$ cat src/rtl/imm_pkg.sv
// Shared types and constants for the integer matrix multiply block.
package imm_pkg;

  localparam int WORD_W    = 32;
  localparam int OP_W      = 2;
  localparam int IDX_W     = 4;
  localparam int DIM_W     = 5;
  localparam int DIM_RESET = 16;

  typedef enum logic [OP_W-1:0] {
    OP_WR_A  = 2'd0,
    OP_WR_B  = 2'd1,
    OP_QUERY = 2'd2
  } imm_op_t;

  typedef enum logic [1:0] {
    ST_IDLE,
    ST_RUN,
    ST_HOLD
  } imm_state_t;

  // Sequencer commands to the multiply-accumulate unit.
  typedef struct packed {
    logic clear;
    logic step;
  } imm_mac_ctl_t;

endpackage

$ cat src/rtl/imm_mac.sv
// Pipelined 32-bit multiply-accumulate unit, wrapping modulo 2^32.
module imm_mac (
  input  logic                         clk,
  input  logic                         rst_n,
  input  imm_pkg::imm_mac_ctl_t        ctl,
  input  logic [imm_pkg::WORD_W-1:0]   a,
  input  logic [imm_pkg::WORD_W-1:0]   b,
  output logic [imm_pkg::WORD_W-1:0]   acc,
  output logic                         busy
);
  import imm_pkg::*;

  logic [WORD_W-1:0] prod_r;
  logic              prod_v_r;
  logic [WORD_W-1:0] acc_r;

  // Product stage: keep the low word of a times b
  always_ff @(posedge clk) begin
    if (ctl.step) begin
      prod_r <= a * b;
    end
  end

  always_ff @(posedge clk) begin
    if (!rst_n) begin
      prod_v_r <= 1'b0;
    end else if (ctl.clear) begin
      prod_v_r <= 1'b0;
    end else begin
      prod_v_r <= ctl.step;
    end
  end

  // Accumulate stage
  always_ff @(posedge clk) begin
    if (ctl.clear) begin
      acc_r <= '0;
    end else if (prod_v_r) begin
      acc_r <= acc_r + prod_r;
    end
  end

  assign acc  = acc_r;
  assign busy = prod_v_r;

endmodule

$ cat config.mk
export PLATFORM = sky130hd
export DESIGN_NAME = imm_mac
export DESIGN_NICKNAME = d
export VERILOG_FILES = /design/src/rtl/imm_pkg.sv /design/src/rtl/imm_mac.sv
export SDC_FILE = /design/constraint.sdc
export NUM_CORES = 1
export LEC_CHECK = 0
export BUFFER_PORTS_ARGS = -buffer_cell sky130_fd_sc_hd__buf_2
export CAP_MARGIN = 15
export CORE_MARGIN = 10
export CORE_UTILIZATION = 30
export DETAILED_ROUTE_END_ITERATION = 10
export HOLD_SLACK_MARGIN = 0.15
export PLACE_DENSITY = 0.53
export SLEW_MARGIN = 20
export SYNTH_ARGS = -nofsm -noshare
export SYNTH_HDL_FRONTEND = slang
export SYNTH_SLANG_ARGS = --single-unit
$ cat constraint.sdc
create_clock -name clk -period 11 [get_ports clk]
set_clock_uncertainty 0.15 [all_clocks]
set_input_delay 2.2 -clock clk [delete_from_list [all_inputs] [get_ports clk]]
set_output_delay 2.2 -clock clk [all_outputs]
set_load 0.02 [all_outputs]
==> results of run 1 <==
==> layout by cell type (no fill, tap or decap), drive strengths merged, types with 5 or more instances in the layout <==
cell type / instances
clkbuf: 9
xnor2: 86
edfxtp: 32
nor2b: 7
fa: 409
buf: 100
xor2: 25
nor3: 10
nand2b: 9
o21bai: 7
nand3: 11
inv: 414
and2: 273
o21a: 6
o21ai: 25
ha: 154
dfxtp: 33
nand2: 290
mux2i: 22
o211ai: 5
a21o: 17
a21oi: 52
nor2: 53
a211oi: 5
==> kinds of logic (layout without fill, tap and decap cells) <==
logic type	Yosys count	after routing	share of synthesized area (%)
multiplexers	22	22	1.14
XOR/XNOR	111	111	5.05
adder cells (fa/ha/maj)	563	563	52.6
AO/OA/AOI/OAI	149	149	5.44
other	0	2	0
flip-flops	65	65	8.43
buffers and inverters	508	528	9.92
AND/OR/NAND/NOR	673	673	17.4
==> how the worst max path moves through the flow <==
stage               slack [ps]  cells after the start              endpoint  start
finish                    1690                     23  prod_r[30]$_DFFE_PP_   b[3]
global route              1350                     24  prod_r[30]$_DFFE_PP_   b[5]
CTS                       1710                     23  prod_r[30]$_DFFE_PP_   b[3]
detailed placement        1310                     23  prod_r[30]$_DFFE_PP_   b[3]
global placement          1420                     23  prod_r[30]$_DFFE_PP_   b[3]
floorplan                 1900                     24  prod_r[30]$_DFFE_PP_   b[2]
==> worst register-to-register path: stages, from the launching register on <==
cell	delay, ps
sky130_fd_sc_hd__dfxtp_1	360
sky130_fd_sc_hd__ha_1	190
sky130_fd_sc_hd__inv_1	60
sky130_fd_sc_hd__fa_1	400
sky130_fd_sc_hd__nor2b_1	180
sky130_fd_sc_hd__o31a_2	230
sky130_fd_sc_hd__o211ai_4	130
sky130_fd_sc_hd__a2111oi_4	460
sky130_fd_sc_hd__a21bo_4	230
sky130_fd_sc_hd__a311oi_4	130
sky130_fd_sc_hd__o31ai_2	290
sky130_fd_sc_hd__xnor2_1	100
sky130_fd_sc_hd__a22o_1	230
==> registers in the layout, indices dropped and copies added (netlist names) <==
register and flops:
busy 1, acc 32, prod_r 32
==> metal layers <==
layer | up-vias | wire length, um
li1 | 6284 | -
met1 | 7007 | 23300
met2 | 264 | 25700
met3 | 53 | 1930
met4 | 0 | 1220
met5 | - | 0
==> final cells by class <==
type | count | area (um2)
tap | 846 | 1060
antenna | 2 | 5.00
sequential | 65 | 1620
inverter | 412 | 1550
timing repair buffer | 100 | 500
clock buffer | 9 | 225
multi-input combinational | 1518 | 15700
fill | 6605 | 42500
clock inverter | 7 | 101
==> metrics by stage <==
| step | instance area, um2 | std cells | hold slack [ps] |
|---|---|---|---|
| detailed placement | 20400 | 2941 | 354 |
| finish | 20800 | 2959 | 355 |
| global placement | 20400 | 2941 | 340 |
| CTS | 20800 | 2957 | 364 |
| floorplan | 19200 | 2091 | 409 |
| global route | 20800 | 2959 | 384 |
==> Implementation_results.wiki, run 1 <==
{| class="wikitable"
! Metric !! Value
|-
| Outcome || complete, no violations
|-
| GR Util met3 || 1.69%
|-
| Met2 Resource Use GR || approximately a quarter
|-
| Number of sinks driven by the clock tree || 65
|-
| Hold violation total from the final report || 0
|-
| Hold buffer count at cts || 0
|-
| Drt first-iter violations || around 530
|-
| Post-detailed-route count of antenna-violating nets || 0
|-
| Fraction of registers with async set or reset after synthesis || 0%
|-
| Source of the worst hold timing path || acc[18]$_SDFFE_PP0P_
|-
| Final Wtd Congestion || roughly 0.86
|-
| Area share of the largest cell type after synthesis || a little over two fifths
|-
| Grt peak-use layer || met2
|-
| Maximum fanout encountered on the critical timing path || 29
|-
| First-pass DRT Iterations || 5
|-
| Max Slew Vio Count || 0
|-
| Number of buffer cells added on primary ports || 100
|-
| Startpoint of the worst-slack reg-to-reg timing path || acc[0]$_SDFFE_PP0P_
|-
| Total of endpoints with negative setup slack in the final report || 0
|-
| Category of cells accounting for the largest share of critical-path delay || adder cells
|-
| Highest Clock Rate || about 110 MHz
|-
| Number of antenna violations at the first check in global routing || 4
|-
| Average cell area after synthesis || 9.20 um2
|-
| Pin count of the biggest net entering global routing || between 40 and 50
|-
| Proportion of layout cells with a drive suffix above 1 || under 10%
|-
| WL/cell || approximately 18 um
|-
| Slew @ Worst Pin || around 1100 ps
|-
| Clock-pin slew on the worst setup and hold paths || approximately 60 ps
|-
| Total routing usage reported by global routing || between 10% and 20%
|-
| Worst min-delay path endpoint || acc[18]$_SDFFE_PP0P_
|-
| Arrival time of the worst setup path || 9230 ps
|-
| Number of nets in the layout || 2737
|-
| Summed instance area of the synthesized netlist || between 15000 and 20000 um2
|-
| Cell depth of the worst flop-to-flop path || 12
|-
| Worst path slowest cell || sky130_fd_sc_hd__fa_1
|-
| First-pass GRT wire length || 85500 um
|-
| DRC || 0
|-
| Synthesized instance count || ~2100
|-
| Min-Delay Path Depth || 2
|-
| Skew-Pair Late Insertion Delay || 350 ps
|-
| Total die area || about 75000 um2
|-
| Starting density of the core || between 30% and 40%
|-
| Buffers and inverters on the worst path || 5
|-
| Number of max-capacitance violations reported || 0
|-
| Maximum count of clock buffers along a single path || 2
|-
| Time the final worst path needs with I/O delays and setup || between 9000 and 10000 ps
|-
| Detailed placement HPWL || 43500 um
|-
| Chain of cells forming the critical path || buf_2, and2_1, fa_1, inv_1, fa_1, fa_1, fa_1, inv_1, fa_1, inv_1, fa_1, inv_1, fa_1, fa_1, ha_1, and3_1, o31ai_1, a21oi_1, a221o_1, o21bai_1, a41o_1, o41ai_2, o211ai_1
|-
| Worst path most repeated cell || sky130_fd_sc_hd__fa_1
|-
| Endpoint of the worst register-to-register path || acc[30]$_SDFFE_PP0P_
|-
| Vias after detailed routing || 13608
|-
| Via count of the first global-routing pass || approximately 15000
|-
| Number of different library cells in the post-synthesis netlist || 65
|-
| Most used flip-flop cell after synthesis || sky130_fd_sc_hd__dfxtp_1
|-
| Aggregate global routing overflow || 0
|-
| H-tree lvl count || 3
|-
| Floorplan die height || around 270 um
|-
| Relative max-transition margin || ~30%
|-
| Crit path largest cell delay || 560 ps
|-
| Placement-stage worst setup slack || about 1300 ps
|-
| CORE AREA || between 60000 and 70000 um2
|-
| Count of flip-flops with a built-in enable after synthesis || 32
|-
| Category of the critical setup timing path || in -> reg
|-
| Final total negative setup slack || 0 ps
|-
| Unrepaired setup endpoints after global routing || no
|-
| Type of destination of the critical path || flop
|-
| Setup slack on the worst flop-to-flop path || just under 8000 ps
|-
| Final wirelength || between 50000 and 60000 um
|-
| Count of yosys warnings during synthesis || 0
|-
| Flop and latch count out of synthesis || 65
|-
| Biggest area consumer among synthesized cells || sky130_fd_sc_hd__fa_1
|-
| Area overhead of the layout relative to synthesis || 7.96%
|-
| Critical path data required time || 10930 ps
|-
| Part of the cycle the worst path needs || 84.6%
|-
| Number of placed I/O pins || around 100
|-
| Met1 Use GR || 18.6%
|-
| Via-to-Cell Ratio || between 4 and 5
|-
| Synth top cells by count || sky130_fd_sc_hd__inv_1 (412), sky130_fd_sc_hd__fa_1 (409), sky130_fd_sc_hd__nand2_1 (290), sky130_fd_sc_hd__and2_1 (272), sky130_fd_sc_hd__ha_1 (154)
|-
| Crit start category || primary input
|-
| Number of buffers inserted to repair setup after CTS || 0
|-
| Number of standard-cell rows in the floorplan || just over 90
|-
| Nets in the synthesized netlist || 2722
|-
| Most area-consuming cells after synthesis || sky130_fd_sc_hd__fa_1 (43%), sky130_fd_sc_hd__ha_1 (10%), sky130_fd_sc_hd__and2_1 (8.8%), sky130_fd_sc_hd__inv_1 (8.0%), sky130_fd_sc_hd__nand2_1 (5.7%)
|-
| Number of cells upsized or downsized after cts || 0
|-
| Post-synthesis sequential area ratio || around 8.4%
|-
| TritonCTS Buffers || 9
|-
| Post-Route Utilization || around 33%
|-
| Clock tree from TritonCTS || done
|-
| Final setup margin || around 1700 ps
|-
| Classification of the worst-slack hold path || reg -> reg
|-
| Root Buffer Master || sky130_fd_sc_hd__clkbuf_16
|-
| Cell with the most instances after synthesis || sky130_fd_sc_hd__inv_1
|-
| Die W || 273 um
|}
Power of run 1 is left out: the tool's default activity adds up to more than one toggle a clock period on the data nets, which glitch-free logic cannot reach.
==> run 2: changes to the inputs <==
Clock period 11 ns to 8.7 ns, I/O delays scaled along.
==> Implementation_results.wiki, run 2 (same netlist as run 1, synthesis figures left out) <==
{| class="wikitable"
! Metric !! Value
|-
| First-pass GRT wire length || 87400 um
|-
| Post-detailed-route count of antenna-violating nets || 0
|-
| Startpoint of the worst-slack reg-to-reg timing path || acc[0]$_SDFFE_PP0P_
|-
| Clock-pin slew on the worst setup and hold paths || approximately 60 ps
|-
| Time the final worst path needs with I/O delays and setup || approximately 8500 ps
|-
| Detailed route wirelength on metal2 || 26800 um
|-
| Number of nets in the layout || between 2000 and 3000
|-
| Die W || approximately 270 um
|-
| Category of cells accounting for the largest share of critical-path delay || adder cells
|-
| DRC || 0
|-
| Critical path data required time || ~8600 ps
|-
| Floorplan die height || 273 um
|-
| Drt first-iter violations || approximately 740
|-
| Buffers and inverters on the worst path || 5
|-
| Number of buffer cells added on primary ports || 100
|-
| Worst path most repeated cell || sky130_fd_sc_hd__fa_1
|-
| Vias after detailed routing || between 10000 and 15000
|-
| Highest-count cells in the layout ignoring fill and taps || sky130_fd_sc_hd__inv_1 (412), sky130_fd_sc_hd__fa_1 (408), sky130_fd_sc_hd__nand2_1 (290)
|-
| Highest Clock Rate || 118 MHz
|-
| Top layer in use || met5
|-
| Arrival time of the worst setup path || 8400 ps
|-
| Skew-Pair Late Insertion Delay || around 350 ps
|-
| Via count of the first global-routing pass || 15569
|-
| Hold violation total from the final report || 0
|-
| Detailed placement HPWL || about 47000 um
|-
| Chain of cells forming the critical path || buf_2, and2_1, fa_1, inv_1, fa_1, fa_2, fa_1, inv_1, fa_1, inv_1, fa_1, inv_1, fa_1, fa_1, ha_1, and2_1, o31ai_2, a21oi_2, a221o_1, o21bai_1, a41o_1, o41ai_4, o211ai_1
|-
| Critical path capture point || prod_r[30]$_DFFE_PP_
|-
| Cell depth of the worst flop-to-flop path || 12
|-
| Number of cells upsized or downsized after cts || 0
|-
| Proportion of layout cells with a drive suffix above 1 || under 10%
|-
| Max Slew Vio Count || 0
|-
| Crit path largest cell delay || just under 600 ps
|-
| Setup slack on the worst flop-to-flop path || 5410 ps
|-
| Total die area || between 70000 and 80000 um2
|-
| Final Wtd Congestion || between 0.8 and 0.9
|-
| Via-to-Cell Ratio || 4.57
|-
| Classification of the worst-slack hold path || reg -> reg
|-
| Number of placed I/O pins || about 100
|-
| Worst hold margin || ~340 ps
|-
| Number of antenna violations at the first check in global routing || 3
|-
| Most common cell after layout, fill and taps aside || sky130_fd_sc_hd__inv_1
|-
| Total routing usage reported by global routing || between 10 and 15%
|-
| Met3 Wirelength || 2410 um
|-
| Clock tree from TritonCTS || done
|-
| Maximum count of clock buffers along a single path || 2
|-
| TritonCTS Buffers || 9
|-
| Aggregate global routing overflow || 0
|-
| Fin area || ~21000 um2
|-
| Category of the critical setup timing path || in -> reg
|-
| Hold buffer count at cts || 0
|-
| Part of the cycle the worst path needs || between 90% and 100%
|-
| Outcome || complete, no violations
|-
| CORE AREA || ~63000 um2
|-
| Worst path slowest cell || sky130_fd_sc_hd__fa_1
|-
| Final wirelength || 54200 um
|-
| Number of standard-cell rows in the floorplan || 92
|-
| Pin count of the biggest net entering global routing || 42
|-
| H-tree lvl count || 3
|-
| Relative max-transition margin || between 30 and 40%
|-
| Number of cells on the critical path || 23
|-
| Starting density of the core || 30.4%
|-
| WL/cell || roughly 18 um
|-
| Routed met1 length || 23500 um
|-
| Type of destination of the critical path || flop
|-
| Number of max-capacitance violations reported || 0
|-
| Maximum fanout encountered on the critical timing path || 4
|-
| Endpoint of the worst register-to-register path || acc[30]$_SDFFE_PP0P_
|-
| Number of sinks driven by the clock tree || between 60 and 70
|-
| Root Buffer Master || sky130_fd_sc_hd__clkbuf_16
|-
| Total placed instance area || 21100 um2
|-
| Start point of the critical path || a[15]
|-
| Slew @ Worst Pin || just over 1000 ps
|-
| Crit start category || primary input
|-
| Number of buffers inserted to repair setup after CTS || 0
|-
| Area overhead of the layout relative to synthesis || 11.5%
|-
| Total of fill cells in the finished design || around 6600
|-
| First-pass DRT Iterations || 5
|-
| Total of endpoints with negative setup slack in the final report || 0
|}
## run 2: cell count changes in the layout (fill, tap and decap cells not counted), sizes merged
cell    before  now
clkbuf       9   10
diode        2    1
inv        414  412
bufinv       2    1
clkinv       1    3
buf        100  182
## run 2: worst min-delay path by stage
stage / to / startpoint / depth (start not counted)
after floorplan: acc[12]$_SDFFE_PP0P_ / acc[12]$_SDFFE_PP0P_ / 2
after global placement: acc[12]$_SDFFE_PP0P_ / acc[12]$_SDFFE_PP0P_ / 2
after detailed placement: acc[18]$_SDFFE_PP0P_ / acc[18]$_SDFFE_PP0P_ / 2
after CTS: acc[18]$_SDFFE_PP0P_ / acc[18]$_SDFFE_PP0P_ / 2
after global routing: acc[18]$_SDFFE_PP0P_ / acc[18]$_SDFFE_PP0P_ / 2
final: acc[18]$_SDFFE_PP0P_ / acc[18]$_SDFFE_PP0P_ / 2
## run 2: layout make-up
class | count | area [um2] | area share [%]
well taps | 846 | 1060 | 4.94
clock inverters | 6 | 67.6 | 0.315
multi-input cells | 1518 | 15700 | 73.4
clock buffers | 10 | 239 | 1.11
inverters | 412 | 1550 | 7.21
diodes | 1 | 2.50 | 0.0117
repair buffers | 182 | 1170 | 5.46
flip-flops and latches | 65 | 1620 | 7.57
## run 2: metal layers
metal,vias up,GRT usage (%)
li1,6449,-
met3,62,1.83
met4,4,4.48
met1,7069,18.9
met5,-,0
met2,321,26.2
## run 2: stage by stage
stage / utilization [%] / TNS (ps) / std cells / setup WS (ps)
floorplan: - / 0 / 2091 / 64.5
global placement: 33.3 / -411 / 3023 / -168
global route: 33.9 / -19.2 / 3039 / -19.2
CTS: 33.8 / 0 / 3039 / 183
finish: 33.9 / 0 / 3040 / 235
detailed placement: 33.3 / -687 / 3023 / -221
## run 2: worst min-delay path, stage by stage (launching register included)
cell	delay, ps
sky130_fd_sc_hd__dfxtp_1	320
sky130_fd_sc_hd__nand2b_1	70
sky130_fd_sc_hd__a21oi_1	50
Power of run 2 is left out for the same reason.
